File: src/hdl/qpv_pkg.sv
// ----------------------------------------------------------------------------
// qpv_pkg: shared types and constants of the quadrature pass validator
// Register map indexes, the X4 step code and the transition decode.
// ----------------------------------------------------------------------------
package qpv_pkg;

  localparam int unsigned RegCount = 2;
  localparam int unsigned RegIdxWidth = 1;
  localparam int unsigned CfgAddrWidth = 3;
  localparam int unsigned CfgDataWidth = 32;

  localparam logic [RegIdxWidth-1:0] REG_REVERSE_TOL = 1'b0;
  localparam logic [RegIdxWidth-1:0] REG_PASS_THRESH = 1'b1;

  localparam int unsigned RevTolWidth = 8;
  localparam int unsigned ThreshWidth = 12;
  localparam logic [RevTolWidth-1:0] RevTolReset = 8'd12;
  localparam logic [ThreshWidth-1:0] ThreshReset = 12'd60;

  localparam int unsigned OutCountWidth = 16;
  localparam int unsigned OutPeakWidth = 16;

  typedef enum logic [1:0] {
    STEP_NONE,
    STEP_UP,
    STEP_DOWN
  } step_e;

  // Encoder state is {A, B}. Unlisted transitions are either no change or
  // a double transition, and both count as no step.
  function automatic step_e qpv_step(input logic [1:0] prev_ab, input logic [1:0] ab);
    step_e res;
    res = STEP_NONE;
    case ({prev_ab, ab}) inside
      4'b00_10, 4'b01_00, 4'b10_11, 4'b11_01: res = STEP_UP;
      4'b00_01, 4'b01_11, 4'b10_00, 4'b11_10: res = STEP_DOWN;
      default: res = STEP_NONE;
    endcase
    return res;
  endfunction

endpackage

File: src/hdl/quadrature_pass_validator.sv
// ----------------------------------------------------------------------------
// quadrature_pass_validator: X4 quadrature decoder with pass validation
// Tracks position and peak excursion, flags reversals and counts passes.
// ----------------------------------------------------------------------------
// Each input beat carries one sample of encoder channels A and B and of the
// index sensor, and produces exactly one output beat that shows the state
// after that sample. A new beat is accepted in every cycle unless the input
// is stalled; the whole update is one pass of logic from the state registers
// back into them, and the output beat is read from those registers, so a
// result shows in the cycle after its input. Backpressure on the output
// stalls the input only while the pending result is not being taken.
// Configuration writes through the APB port take effect on the next beat and must only be issued while idle.
module quadrature_pass_validator #(
  parameter int unsigned POSITION_WIDTH = 16,
  parameter int unsigned COUNT_WIDTH = 16
) (
  input  logic clk_i,
  input  logic rst_ni,

  input  logic in_valid_i,
  output logic in_ready_o,
  input  logic enc_a_i,
  input  logic enc_b_i,
  input  logic at_index_i,

  output logic out_valid_o,
  input  logic out_ready_i,
  output logic led_cw_o,
  output logic led_ccw_o,
  output logic cw_toggle_o,
  output logic ccw_toggle_o,
  output logic [qpv_pkg::OutCountWidth-1:0] count_cw_o,
  output logic [qpv_pkg::OutCountWidth-1:0] count_ccw_o,
  output logic [qpv_pkg::OutCountWidth-1:0] count_fail_o,
  output logic signed [qpv_pkg::OutPeakWidth-1:0] peak_position_o,
  output logic reverse_seen_o,
  output logic at_end_o,

  input  logic psel,
  input  logic penable,
  input  logic pwrite,
  input  logic [qpv_pkg::CfgAddrWidth-1:0] paddr,
  input  logic [qpv_pkg::CfgDataWidth-1:0] pwdata,
  output logic [qpv_pkg::CfgDataWidth-1:0] prdata,
  output logic pready
);
  import qpv_pkg::*;

  localparam int unsigned PW = POSITION_WIDTH;
  localparam int unsigned DW = POSITION_WIDTH + 1;
  localparam int unsigned TW = (POSITION_WIDTH > ThreshWidth) ? POSITION_WIDTH + 1
                                                              : ThreshWidth + 2;
  localparam logic signed [PW-1:0] PosMax = {1'b0, {(PW-1){1'b1}}};
  localparam logic signed [PW-1:0] PosMin = {1'b1, {(PW-1){1'b0}}};

  logic [RevTolWidth-1:0] rev_tol_q;
  logic [ThreshWidth-1:0] thresh_q;

  logic [1:0] prev_ab_q, prev_ab_d;
  logic signed [PW-1:0] position_q, position_d;
  logic signed [PW-1:0] peak_q, peak_d;
  logic dir_pos_q, dir_pos_d;
  logic invalid_q, invalid_d;
  logic [1:0] led_q, led_d;
  logic [1:0] toggle_q, toggle_d;
  logic [COUNT_WIDTH-1:0] count_cw_q, count_cw_d;
  logic [COUNT_WIDTH-1:0] count_ccw_q, count_ccw_d;
  logic [COUNT_WIDTH-1:0] count_fail_q, count_fail_d;
  logic at_end_q;
  logic out_valid_q;

  logic in_accept;
  logic cfg_write;
  logic [RegIdxWidth-1:0] cfg_idx;
  logic [1:0] ab;
  step_e step;

  logic signed [PW-1:0] pos_step;
  logic [PW-1:0] mag_pos;
  logic [PW-1:0] mag_peak;
  logic signed [PW-1:0] peak_upd;
  logic dir_upd;
  logic signed [DW-1:0] diff;
  logic [DW-1:0] mag_diff;
  logic signed [TW-1:0] peak_ext;
  logic signed [TW-1:0] thr_ext;
  logic [31:0] cw_ext;
  logic [31:0] ccw_ext;
  logic [31:0] fail_ext;
  logic signed [31:0] peak_wide;

  assign in_ready_o = !out_valid_q || out_ready_i;
  assign in_accept = in_valid_i && in_ready_o;
  assign ab = {enc_a_i, enc_b_i};
  assign step = qpv_step(prev_ab_q, ab);

  assign pready = 1'b1;
  assign cfg_write = psel && penable && pwrite && pready;
  assign cfg_idx = paddr[2];

  always_comb begin
    unique case (cfg_idx)
      REG_REVERSE_TOL: prdata = CfgDataWidth'(rev_tol_q);
      REG_PASS_THRESH: prdata = CfgDataWidth'(thresh_q);
      default:         prdata = '0;
    endcase
  end

  always_comb begin
    pos_step = position_q;
    if (step == STEP_UP && position_q != PosMax) begin
      pos_step = position_q + PW'(1);
    end else if (step == STEP_DOWN && position_q != PosMin) begin
      pos_step = position_q - PW'(1);
    end
    mag_pos = pos_step[PW-1] ? (~pos_step + PW'(1)) : pos_step;
    mag_peak = peak_q[PW-1] ? (~peak_q + PW'(1)) : peak_q;
    if (mag_peak < mag_pos) begin
      peak_upd = pos_step;
      dir_upd = (step == STEP_UP);
    end else begin
      peak_upd = peak_q;
      dir_upd = dir_pos_q;
    end
    diff = DW'(peak_upd) - DW'(pos_step);
    mag_diff = diff[DW-1] ? (~diff + DW'(1)) : diff;
    peak_ext = TW'(peak_q);
    thr_ext = signed'(TW'(thresh_q));
  end

  always_comb begin
    prev_ab_d = prev_ab_q;
    position_d = position_q;
    peak_d = peak_q;
    dir_pos_d = dir_pos_q;
    invalid_d = invalid_q;
    led_d = led_q;
    toggle_d = toggle_q;
    count_cw_d = count_cw_q;
    count_ccw_d = count_ccw_q;
    count_fail_d = count_fail_q;
    if (in_accept) begin
      prev_ab_d = ab;
      if (step != STEP_NONE) begin
        if (at_index_i) begin
          if (!invalid_q) begin
            if (peak_ext > thr_ext) begin
              toggle_d[0] = !toggle_q[0];
              count_cw_d = count_cw_q + COUNT_WIDTH'(1);
            end
            if (peak_ext < -thr_ext) begin
              toggle_d[1] = !toggle_q[1];
              count_ccw_d = count_ccw_q + COUNT_WIDTH'(1);
            end
          end else begin
            count_fail_d = count_fail_q + COUNT_WIDTH'(1);
          end
          position_d = '0;
          peak_d = '0;
          invalid_d = 1'b0;
          led_d = 2'b00;
        end else begin
          position_d = pos_step;
          peak_d = peak_upd;
          dir_pos_d = dir_upd;
          if (mag_diff > DW'(rev_tol_q)) begin
            position_d = '0;
            invalid_d = 1'b1;
          end
          if (invalid_d) begin
            led_d = 2'b11;
          end else if (dir_upd) begin
            led_d = 2'b01;
          end else begin
            led_d = 2'b10;
          end
        end
      end
    end
  end

  always_ff @(posedge clk_i or negedge rst_ni) begin
    if (!rst_ni) begin
      rev_tol_q <= RevTolReset;
      thresh_q <= ThreshReset;
    end else if (cfg_write) begin
      unique case (cfg_idx)
        REG_REVERSE_TOL: rev_tol_q <= pwdata[RevTolWidth-1:0];
        REG_PASS_THRESH: thresh_q <= pwdata[ThreshWidth-1:0];
        default: begin
        end
      endcase
    end
  end

  always_ff @(posedge clk_i or negedge rst_ni) begin
    if (!rst_ni) begin
      prev_ab_q <= '0;
      position_q <= '0;
      peak_q <= '0;
      dir_pos_q <= 1'b0;
      invalid_q <= 1'b0;
      led_q <= '0;
      toggle_q <= '0;
      count_cw_q <= '0;
      count_ccw_q <= '0;
      count_fail_q <= '0;
      at_end_q <= 1'b0;
      out_valid_q <= 1'b0;
    end else begin
      prev_ab_q <= prev_ab_d;
      position_q <= position_d;
      peak_q <= peak_d;
      dir_pos_q <= dir_pos_d;
      invalid_q <= invalid_d;
      led_q <= led_d;
      toggle_q <= toggle_d;
      count_cw_q <= count_cw_d;
      count_ccw_q <= count_ccw_d;
      count_fail_q <= count_fail_d;
      if (in_accept) begin
        at_end_q <= at_index_i;
        out_valid_q <= 1'b1;
      end else if (out_ready_i) begin
        out_valid_q <= 1'b0;
      end
    end
  end

  assign cw_ext = 32'(count_cw_q);
  assign ccw_ext = 32'(count_ccw_q);
  assign fail_ext = 32'(count_fail_q);
  assign peak_wide = 32'(peak_q);

  assign out_valid_o = out_valid_q;
  assign led_cw_o = led_q[0];
  assign led_ccw_o = led_q[1];
  assign cw_toggle_o = toggle_q[0];
  assign ccw_toggle_o = toggle_q[1];
  assign count_cw_o = cw_ext[OutCountWidth-1:0];
  assign count_ccw_o = ccw_ext[OutCountWidth-1:0];
  assign count_fail_o = fail_ext[OutCountWidth-1:0];
  assign peak_position_o = peak_wide[OutPeakWidth-1:0];
  assign reverse_seen_o = invalid_q;
  assign at_end_o = at_end_q;

`ifndef ASSERT_OFF
  assert property (@(posedge clk_i) disable iff (!rst_ni)
    invalid_q |-> led_q == 2'b11)
    else $error("Invalid pass without both LEDs lit.");

  assert property (@(posedge clk_i) disable iff (!rst_ni)
    !in_accept |=> $stable(count_cw_q) && $stable(count_ccw_q) && $stable(count_fail_q))
    else $error("Pass counter changed without an input beat.");

  assert property (@(posedge clk_i) disable iff (!rst_ni)
    in_accept && invalid_q |=> $stable(count_cw_q) && $stable(count_ccw_q))
    else $error("Valid pass counted while the pass was invalid.");

  assert property (@(posedge clk_i) disable iff (!rst_ni)
    !out_valid_q |-> in_ready_o)
    else $error("Input stalled with no pending result.");
`endif

endmodule

File: config.mk
export PLATFORM = sky130hd
export DESIGN_NAME = quadrature_pass_validator
export DESIGN_NICKNAME = d
export VERILOG_FILES = /design/src/hdl/qpv_pkg.sv /design/src/hdl/quadrature_pass_validator.sv
export SDC_FILE = /design/constraint.sdc
export NUM_CORES = 1
export LEC_CHECK = 0
export CAP_MARGIN = 5
export CORE_UTILIZATION = 35
export CTS_CLUSTER_SIZE = 30
export DETAILED_ROUTE_END_ITERATION = 7
export DONT_BUFFER_PORTS = 1
export SLEW_MARGIN = 20
export SYNTH_ARGS = -nofsm -noshare
export SYNTH_HDL_FRONTEND = slang
export SYNTH_SLANG_ARGS = --single-unit
File: constraint.sdc
create_clock -name clk_i -period 10.2 [get_ports clk_i]
set_input_delay 2.04 -clock clk_i [delete_from_list [all_inputs] [get_ports clk_i]]
set_output_delay 2.04 -clock clk_i [all_outputs]
set_load 0.05 [all_outputs]
-- After elaboration in Yosys (flattened, before gate mapping)
Index checks and enable logic that the tools add are counted.
- bits in registers: 110
- input port bits: 45
- logic and storage cells: 90
- add/subtract/negate cells: 10
- magnitude comparators: 4
- equality and inequality tests: 12
- mux-type cells: 23
- bitwise operators: 6
- reduce and logical (&&, ||, !) cells: 20
- operators by type and width (kind ; number):
    16-bit 2-to-1 mux ; 8
    32-bit case mux with 2 select lines ; 1
    16-bit by 1-bit adder with 16-bit output (second input constant) ; 3
    16-bit by 2-bit adder with 16-bit output (second input constant) ; 3
    16-bit != test (second input constant) ; 2
    16-bit NOT ; 2
    17-bit by 2-bit adder with 17-bit output (second input constant) ; 1
    17-bit by 8-bit greater-than comparator with 1-bit output ; 1
    16-bit by 17-bit less-than comparator with 1-bit output ; 1
    17-bit 2-to-1 mux ; 1
    12-bit negation with 17-bit output ; 1
    17-bit NOT ; 1
    16-bit by 16-bit subtractor with 17-bit output ; 1
    4-bit == test (second input constant) ; 4
    16-bit by 13-bit greater-than comparator with 1-bit output ; 1
    16-bit less-than comparator ; 1
    16-bit by 2-bit subtractor with 16-bit output (second input constant) ; 1
    2-bit 2-to-1 mux ; 5
    5-bit AND reduction ; 2
    4-bit by 3-bit == test with 1-bit output (second input constant) ; 2
    1-bit 2-to-1 mux ; 8
    4-bit OR reduction ; 2
    2-bit AND reduction ; 3
    1-bit logical AND ; 5
    other kinds (10) ; 15

-- Longest topological paths before layout
Gate-level depths: netlist of the first run.
- depth in word-level cells: 24
- gate-level depth with buffers: 53
- depth with buffers taken out: 46

-- Worst setup path after synthesis of the first run
Ideal clock, no wire load.
- path type: input to register
- start: input port enc_b_i
- end: register position_q[8]
- library setup time: 0.066 ns
- data arrival time: 11.330 ns
- required time: 10.134 ns
- setup slack: -1.196 ns
- stages: 48
- path buffers: 6
- path through: xor2_1 > or2_1 > buf_2 > nor2_1 > a21oi_1 > xnor2_1 > or4b_2 > nor2_1 > nand2_1 > nor3_1 > nand3_1 > o21ai_0 > xnor2_1 > ha_1 > nand3_1 > nor4_1 > o311ai_2 > a311oi_4 > (+12 left out) > buf_6 > nor2_1 > a21oi_1 > ha_1 > nor2b_1 > o21a_1 > o21a_1 > o21a_1 > o21a_1 > o211ai_1 > a21oi_1 > nor3_1 > o221ai_1 > nor4b_2 > and2_1 > buf_6 > buf_8 > a22o_1
- longest elaborated chain between the ends: 20
- elaborated cells on any way between the ends: 32
- those cells by class: 3 x add/sub; 2 x order compare; 10 x eq/ne; 9 x mux; 2 x bitwise; 6 x reduce/logical
- RTL lines (what ; RTL line ; text):
    start, declared ; quadrature_pass_validator.sv:23 ; input logic enc_b_i,
    4-bit by 1-bit == test with 1-bit output (tied with other cells) ; quadrature_pass_validator.sv:95 ; assign step = qpv_step(prev_ab_q, ab);
    4-bit OR reduction ; qpv_pkg.sv:34 ; case ({prev_ab, ab}) inside
    2-bit 2-to-1 mux ; qpv_pkg.sv:34 ;
    2-bit 2-to-1 mux (*) ; qpv_pkg.sv:34 ;
    2-bit == test ; quadrature_pass_validator.sv:113 ; end else if (step == STEP_DOWN && position_q != PosMin) begin
    1-bit logical AND ; quadrature_pass_validator.sv:113 ;
    16-bit 2-to-1 mux ; quadrature_pass_validator.sv:113 ;
    16-bit 2-to-1 mux ; quadrature_pass_validator.sv:111 ; if (step == STEP_UP && position_q != PosMax) begin
    (+4 left out) ; - ;
    16-bit 2-to-1 mux ; quadrature_pass_validator.sv:118 ; if (mag_peak < mag_pos) begin
    16-bit by 16-bit subtractor with 17-bit output ; quadrature_pass_validator.sv:125 ; diff = DW'(peak_upd) - DW'(pos_step);
    17-bit NOT ; quadrature_pass_validator.sv:126 ; mag_diff = diff[DW-1] ? (~diff + DW'(1)) : diff;
    17-bit by 2-bit adder with 17-bit output ; quadrature_pass_validator.sv:126 ;
    17-bit 2-to-1 mux ; quadrature_pass_validator.sv:126 ;
    17-bit by 8-bit greater-than comparator with 1-bit output ; quadrature_pass_validator.sv:166 ; if (mag_diff > DW'(rev_tol_q)) begin
    16-bit 2-to-1 mux ; quadrature_pass_validator.sv:166 ;
    16-bit 2-to-1 mux ; quadrature_pass_validator.sv:145 ; if (at_index_i) begin
    end signal, assigned ; quadrature_pass_validator.sv:212 ; position_q <= position_d;
    end, declared ; quadrature_pass_validator.sv:60 ; logic signed [PW-1:0] position_q, position_d;
Every way passes the cells marked *; elsewhere a longest branch is shown, timed or not.
A chain may end at the register's enable or synchronous reset.

-- Worst setup path in the final report of the first run
- start: input port enc_b_i
- end: register position_q[15]
The elaborated chain is that of the path after synthesis.

==> results of run 1 <==
## path summary, 6_finish.rpt
kind / depth (start not counted) / slack, ps / from / endpoint
max reg2reg: 45 / 400 / position_q[7] / position_q[15]
max in group asynchronous: 0 / 8570 / rst_ni / thresh_q[2]
min: 2 / 500 / dir_pos_q / dir_pos_q
min in group asynchronous: 0 / 1360 / rst_ni / count_cw_o[4]
max: 47 / -280 / enc_b_i / position_q[15]
min reg2reg: 2 / 500 / dir_pos_q / dir_pos_q
## what timing repair did
action | 4_1_cts | 5_1_grt
gates resized for setup | 26 | 21
buffers inserted | 6 | 3
pin swaps | 16 | 26
setup endpoints to repair | 19 | 19
cloned | 1 | 0
## cell usage after synthesis, types with 7 or more instances
cell type | number | area (µm²)
dfrtp_1 | 104 | 2603
nand2_1 | 80 | 300.3
xnor2_1 | 77 | 674.4
ha_1 | 75 | 938.4
nor2_1 | 68 | 255.2
inv_1 | 54 | 202.7
o21ai_0 | 39 | 195.2
a21oi_1 | 38 | 190.2
mux2_2 | 37 | 416.7
xor2_1 | 36 | 315.3
nand3_1 | 33 | 165.2
nor3_1 | 33 | 165.2
a22o_1 | 27 | 236.5
buf_4 | 26 | 195.2
nand4_1 | 25 | 156.4
o21a_1 | 21 | 157.7
clkbuf_1 | 19 | 71.32
and3_1 | 15 | 93.84
nand2b_1 | 11 | 68.82
or3_1 | 11 | 68.82
nor4_1 | 9 | 56.30
and2_1 | 8 | 50.05
o22ai_1 | 8 | 50.05
a31oi_1 | 7 | 43.79
## critical path: cells and delay by family
kind / cells / cell delay (ps)
muxes: 1 / 340
and+or+nand+nor: 20 / 4060
adders and majority gates: 3 / 760
xor gates and xnor gates: 3 / 460
buffers and inverters: 5 / 680
AOI/OAI and AO/OA: 15 / 2430
## cell families (layout without fill, tap and decap cells)
group	count (synthesis)	in the layout
adders and majority gates	76	76
xor gates and xnor gates	113	113
DFF	110	110
buffers and inverters	115	243
other	2	21
AOI/OAI and AO/OA	203	203
muxes	41	41
and+or+nand+nor	338	338
## registers in the layout, indices dropped and copies added (netlist names)
register         count
position_q          16
toggle_q             2
led_q                2
count_fail_o        16
out_valid_o          1
thresh_q            12
count_cw_o          16
peak_position_o     16
dir_pos_q            1
reverse_seen_o       1
rev_tol_q            8
prev_ab_q            2
at_end_o             1
count_ccw_o         16
## area by class of cell
| class | count | area [µm²] | share of cell area, % |
|---|---|---|---|
| tap | 330 | 412.9 | 3.722 |
| timing repair buffer | 172 | 1360 | 12.26 |
| clock inverter | 7 | 87.58 | 0.7894 |
| inverter | 55 | 206.4 | 1.861 |
| sequential | 110 | 2760 | 24.88 |
| clock buffer | 9 | 225.2 | 2.030 |
| multi-input combinational | 792 | 6042 | 54.46 |
## cell usage in the layout (no fill, tap or decap), types with 7 or more instances in the layout
cell type,netlist,layout
a21oi_1,38,31
a21oi_2,0,7
a22o_1,27,27
a31oi_1,7,7
and2_1,8,7
and3_1,15,14
buf_4,26,165
clkbuf_16,0,9
conb_1,2,21
dfrtp_1,104,104
ha_1,75,70
inv_1,54,54
mux2_2,37,36
nand2_1,80,79
nand2b_1,11,10
nand3_1,33,29
nand4_1,25,25
nor2_1,68,63
nor3_1,33,29
nor4_1,9,7
o21a_1,21,21
o21ai_0,39,28
o21ai_1,2,12
o22ai_1,8,8
or3_1,11,10
xnor2_1,77,75
xor2_1,36,35
## per-stage QoR
| stage | area, µm² | TNS [ps] |
|---|---|---|
| floorplan | 9193 | -9251 |
| global placement | 10450 | -15560 |
| detailed placement | 10450 | -14970 |
| CTS | 10960 | -3391 |
| global route | 11090 | -13050 |
| finish | 11090 | -4560 |
## layer usage
layer,vias up,global-route usage [%]
met5,-,0
met1,3735,23.14
met4,0,5.789
met2,183,30.67
met3,32,3.514
li1,3844,-
==> flow_metrics.tcl, run 1 <==
set metrics [dict create \
    seq_area_frac_synth_pct 30.66 \
    violations "negative setup slack" \
    end_kind "register" \
    finalWeightedCongestion 0.8706 \
    dr.pass1.iters 5 \
    synthAdderAreaFrac_pct 10.64 \
    die_w_um 162.4 \
    worstSetupPathType "input port to register" \
    chipHeight_um 162.4 \
    fin_crit_ps 10480 \
    worst_clock_skew_ps 15.95 \
    io_buffers 0 \
    wl_met1_um 10450 \
    setup_viol 19 \
    cts.path.max_buffers 2 \
    fin_ws_ps -282.9 \
    hold_slack_ps 502.9 \
    layout-drive-gt1-share_pct 26.38 \
    synth.distinct_cells 85 \
    track_usage_pct 18.15 \
    path_clk_slew_ps 90 \
    die_area_um2 26370 \
    met2WireLength_um 11570 \
    top_layer "met4" \
    instances_no_fill 1475 \
    initial_core_util_pct 35.75 \
    synth-edff-count 0 \
    ys_warn_count 0 \
    hpwl_um 18400 \
    root_buffer "clkbuf_16" \
    row_count 58 \
    max_slew_margin_pct 25.48 \
    overflow 0 \
    antenna_found_initial 0 \
    ctsHoldBuffers 0 \
    critical_path.most_common_cell "o21a_1" \
    core-area_um2 25180 \
    vias 7794 \
    areaGrowthSynthToFinish_pct 23.22 \
    worstPathRequired_ps 10510 \
    hold_violations 0 \
    drc 0 \
    finalWirelength_um 23730 \
    synthXorXnorAreaFrac_pct 10.99 \
    antennaDiodeCount 0 \
    routed_via_density 5.284 \
    grt_max_degree 111 \
    drt_iter0_drc 531 \
    placed_cells 1449 \
    worst_skew_pair.late_latency_ps 370 \
    dp_worst_setup_slack_ps -828.5 \
    worst_slew_pin_slew_ps 1114 \
    wl_met3_um 1272 \
    slowest_stage "or4b_4" \
    synth_cells 998 \
    synth_top_family_by_area "simple AND/OR/NAND/NOR gates" \
    max_stage_delay_ps 550 \
    antenna_left 0 \
    n_fill_cell 2409 \
    cp.arrival_ps 10800 \
    min_period_over_period_pct 102.8 \
    cts_sinks 110 \
    synthMuxAreaShare_pct 5.114 \
    grt_pass1_vias 7544 \
    hold_path.class "register to register" \
    cts_buffers 9 \
    wl_per_cell_um 16.09 \
    ioPinCount 150 \
    synthSimpleGateAreaFrac_pct 19.91 \
    synth-main-ff-cell "dfrtp_1" \
    rsz0062_at_grt "true" \
    htreeDepth 3 \
    synthArstFlopShare_pct 100.0 \
    finalNetCount 1261 \
    max_freq_mhz 95.39 \
    postSynthRegisterBits 110 \
    grt_first_pass_wirelength_um 38410 \
    cts_tree "done" \
    start_kind "input port" \
    avgSynthCellArea_um2 9.022 \
    status "complete, but fails checks" \
    critPathMaxFanout 6 \
    maxSlewViolCount 0 \
    utilization_pct 44.06 \
    synth_compound_area_share_pct 16.18 \
    syn-cell-area_um2 9004 \
    maxCapViolCount 0 \
]
Power of run 1 is not shown: default switching activity piles up to over one toggle a cycle in this logic, so the estimate is an artifact.
==> run 2: changes to the inputs <==
PLACE_DENSITY = 0.57   (was unset)
clock period = 10.4 ns   (was 10.2 ns; I/O delays follow)
==> run 2 against run 1 <==
The flow still finishes with violations (negative setup slack). Final area shrank 1.8%. Clock skew fell by 6.6 ps. Setup slack improved by 35 ps. Count of clock-buffer cells in the layout up 1. Final cell count shrank 1.2%. Global-route usage increased by 0.13 points. Sequential share of layout area increased by 0.45 points.
==> flow_metrics.tcl, run 2 (synthesis results as in run 1) <==
set metrics [dict create \
    cts.path.max_buffers 2 \
    path_clk_slew_ps 70 \
    critical_path.most_common_cell "o21a_1" \
    final_common_cell "buf_4" \
    maxSlewViolCount 0 \
    min_period_over_period_pct 102.4 \
    finalWeightedCongestion 0.8893 \
    hold_violations 0 \
    htreeDepth 3 \
    cp.depth 48 \
    dp_worst_setup_slack_ps -642.4 \
    drc 0 \
    setup_viol 19 \
    start_kind "input port" \
    max_freq_mhz 93.92 \
    worstPathRequired_ps 10700 \
    fin_crit_ps 10650 \
    cts_sinks 110 \
    top_usage_layer "met2" \
    root_buffer "clkbuf_16" \
    critPathMaxFanout 7 \
    cp.arrival_ps 10940 \
    grt_max_degree 111 \
    violations "negative setup slack" \
    areaGrowthSynthToFinish_pct 21.03 \
    routed_via_density 5.267 \
    n_fill_cell 2405 \
    fin_ws_ps -247.8 \
    multiInputGateArea_um2 5984 \
    finalWirelength_um 23810 \
    crit_end "position_q[9]" \
    antenna_left 0 \
    finalNetCount 1244 \
    worst_clock_skew_ps 9.393 \
    path_buf_inv 6 \
    cts_tree "done" \
    chipHeight_um 162.4 \
    hold_path.class "register to register" \
    worstSetupPathType "input port to register" \
    overflow 0 \
    grt_first_pass_wirelength_um 38500 \
    r2r_slack_ps 470 \
    slowest_stage "or4b_4" \
    vias 7680 \
    ioPinCount 150 \
    worstReg2RegStart "position_q[0]" \
    io_buffers 0 \
    drt_iter0_drc 527 \
    ctsHoldBuffers 0 \
    die_w_um 162.4 \
    cts_buffers 9 \
    antennaDiodeCount 0 \
    core-area_um2 25180 \
    grt_pass1_vias 7427 \
    max_stage_delay_ps 530 \
    grt.met1_usage_pct 23.33 \
    layout_common_cells "buf_4, dfrtp_1, nand2_1, xnor2_1, ha_1" \
    hpwl_um 18240 \
    reg2regPathDepth 49 \
    status "complete, but fails checks" \
    grt_util_met3_pct 3.463 \
    use_met2_pct 31.57 \
    maxCapViolCount 0 \
    end_kind "register" \
    max_slew_margin_pct 32.32 \
    row_count 58 \
    cpLargestDelayFamily "simple AND/OR/NAND/NOR gates" \
    track_usage_pct 18.28 \
    worst_slew_pin_slew_ps 1008 \
    timing.rr.end "position_q[9]" \
    die_area_um2 26370 \
    dr.pass1.iters 5 \
    startpoint "enc_b_i" \
    seqCellArea_um2 2760 \
    worst_skew_pair.late_latency_ps 360 \
    antenna_found_initial 0 \
    layout-drive-gt1-share_pct 24.65 \
    rsz0062_at_grt "true" \
    wl_per_cell_um 16.33 \
    initial_core_util_pct 35.75 \
]
## run 2: timing repair
item                       CTS  global route
setup buffers                7             4
pin swaps                   25            17
gates cloned                 1             0
resized for setup           24            17
setup endpoints to repair   19            19
hold endpoints to repair     0             0
## run 2: final cells by class
type	instances	share of cell area (%)
clock buffer	10	2.193
clock inverter	6	0.6889
inverter	55	1.895
multi-input combinational	792	54.92
sequential	110	25.33
tap	330	3.789
timing repair buffer	155	11.18
## run 2: how the worst min path moves through the flow
stage / slack, ps / to / depth (start not counted) / from
final: 500 / dir_pos_q / 2 / dir_pos_q
after global routing: 520 / rev_tol_q[7] / 1 / rev_tol_q[7]
after CTS: 490 / dir_pos_q / 2 / dir_pos_q
after detailed placement: 470 / dir_pos_q / 2 / dir_pos_q
after global placement: 460 / dir_pos_q / 2 / dir_pos_q
after floorplan: 450 / dir_pos_q / 2 / dir_pos_q
## run 2: tightest hold or removal path, stage by stage (launching register included)
cell,delay (ps)
dfrtp_1,350
nand2_1,50
o21ai_0,60
## run 2: per-layer routing
layer,wire length (µm),up-vias
met5,0,-
met4,242,0
li1,-,3804
met3,1043,18
met1,10990,3715
met2,11530,143
## run 2: metrics by stage
step | util (%) | instances | TNS, ps | cell area, µm² | hold WS, ps
detailed placement | 40.92 | 1430 | -11330 | 10300 | 473.5
finish | 43.27 | 1458 | -3797 | 10900 | 495.3
global placement | 40.92 | 1430 | -11610 | 10300 | 463.4
global route | 43.27 | 1458 | -11510 | 10900 | 524.5
CTS | 42.86 | 1454 | -2115 | 10790 | 494.7
floorplan | - | 1017 | -6211 | 9193 | 449.2
Power of run 2 is left out for the same reason.
==> run 3: changes to the inputs <==
==> constraint.sdc (replaced) <==
create_clock -name clk_i -period 10.4 [get_ports clk_i]
set_input_delay 1.56 -clock clk_i [delete_from_list [all_inputs] [get_ports clk_i]]
set_output_delay 1.56 -clock clk_i [all_outputs]
set_load 0.05 [all_outputs]
==> run 3 against run 2 <==
Die area stayed put. Worst hold slack better by 2.7 ps. Sequential share of layout area rose by 1.2 points. Maximum frequency up 5.1%. Utilization decreased by 2.0 points. The flow now finishes without violations. Largest cell class unchanged. Setup slack gained 510 ps.
==> flow_metrics.tcl, run 3 (synthesis results as in run 1) <==
set metrics [dict create \
    status "finished, final reports clean" \
    ioPinCount 150 \
    drt_iter0_drc 431 \
    critPathMaxFanout 7 \
    hold_slack_ps 497.9 \
    chipHeight_um 162.4 \
    dp_worst_setup_slack_ps -334.4 \
    die_area_um2 26370 \
    row_count 58 \
    maxCapViolCount 0 \
    hold_path.class "register to register" \
    reg2regPathDepth 49 \
    drc 0 \
    die_w_um 162.4 \
    worst_clock_skew_ps 13.89 \
    finalWirelength_um 23340 \
    hold_path_depth 2 \
    antennaDiodeCount 0 \
    max_stage_delay_ps 550 \
    ctsHoldBuffers 0 \
    routed_via_density 5.317 \
    timing.rr.end "position_q[14]" \
    initial_core_util_pct 35.75 \
    worst_skew_pair.late_latency_ps 370 \
    cts_sinks 110 \
    worstPathRequired_ps 10710 \
    io_buffers 0 \
    cts_tree "done" \
    end_kind "register" \
    layout_common_cells "dfrtp_1, buf_4, nand2_1, xnor2_1, ha_1" \
    cts.path.max_buffers 2 \
    start_kind "input port" \
    cp.arrival_ps 10440 \
    layout-drive-gt1-share_pct 20.08 \
    critical_path.most_common_cell "o21a_1" \
    worst_slew_pin_slew_ps 994.2 \
    track_usage_pct 17.79 \
    fin_ws_ps 267.0 \
    hold_violations 0 \
    r2r_slack_ps 440 \
    setup_viol 0 \
    areaGrowthSynthToFinish_pct 15.49 \
    slowest_stage "or4b_4" \
    min_period_over_period_pct 97.43 \
    hold_start "dir_pos_q" \
    overflow 0 \
    maxSlewViolCount 0 \
    worstReg2RegStart "position_q[0]" \
    antenna_found_initial 0 \
    path_clk_slew_ps 90 \
    fin_crit_ps 10130 \
    rsz0062_at_grt "true" \
    antenna_left 0 \
    wl_per_cell_um 16.72 \
    vias 7422 \
    finalWeightedCongestion 0.8355 \
    max_slew_margin_pct 33.28 \
    grt_max_degree 111 \
    cts_buffers 9 \
    finalNetCount 1182 \
    grt_first_pass_wirelength_um 37360 \
    final_common_cell "dfrtp_1" \
    grt_pass1_vias 7154 \
    worstSetupPathType "input port to register" \
    core-area_um2 25180 \
    htreeDepth 3 \
    holdPathEnd "dir_pos_q" \
    hpwl_um 17840 \
    root_buffer "clkbuf_16" \
    dr.pass1.iters 5 \
    max_freq_mhz 98.69 \
]
## run 3: cell count changes in the layout (fill, tap and decap cells not counted), moves of 2 or more
cell | before | now
a21oi_1 | 32 | 34
buf_4 | 147 | 87
buf_6 | 6 | 3
ha_2 | 2 | 0
nand3_2 | 3 | 1
nor2_2 | 2 | 5
nor2_4 | 5 | 3
o21ai_0 | 28 | 30
o21ai_1 | 12 | 10
## run 3: through the flow
step | area [µm²] | utilization (%) | instances | setup TNS, ps
floorplan | 9143 | - | 1017 | 0
global placement | 9802 | 38.92 | 1369 | -3556
detailed placement | 9802 | 38.92 | 1369 | -5417
finish | 10400 | 41.29 | 1396 | 0
CTS | 10100 | 40.11 | 1385 | 0
global route | 10400 | 41.29 | 1396 | -1918
## run 3: worst max-delay path: cells and delay by family
| kind | cells | cell delay [ps] |
|---|---|---|
| compound gates | 15 | 2440 |
| buf+inv | 6 | 970 |
| simple gates | 20 | 3850 |
| xor+xnor | 3 | 450 |
| fa+ha+maj | 3 | 800 |
| mux | 1 | 330 |
## run 3: repair_timing
item | 4_1_cts | 5_1_grt
buffers inserted | 0 | 9
pin swaps | 0 | 26
endpoints found under the setup margin | 5 | 19
resized for setup | 1 | 41
gates cloned | 0 | 2
## run 3: layout make-up
cell class                 instances  area (µm²)
tap                              330       412.9
clock buffer                      10       239.0
inverter                          55       206.4
timing repair buffer              92       732.0
clock inverter                     6       51.30
fill                            2433       14780
multi-input combinational        793        5997
sequential                       110        2760
## run 3: worst max-delay path by stage
stage,from,endpoint,slack [ps],depth (start not counted)
finish,enc_b_i,position_q[14],270,48
global route,enc_b_i,position_q[14],-150,48
CTS,enc_a_i,position_q[13],30,45
detailed placement,enc_a_i,position_q[11],-330,45
global placement,enc_b_i,position_q[3],-230,44
floorplan,enc_b_i,position_q[7],80,48
## run 3: routing by layer
metal	part of all wire, %	vias up	GRT usage (%)
li1	-	3690	-
met1	46	3542	22.80
met2	47	167	29.70
met3	5.7	23	4.023
met4	1.7	0	5.189
met5	0	-	0
Power of run 3 is left out for the same reason.
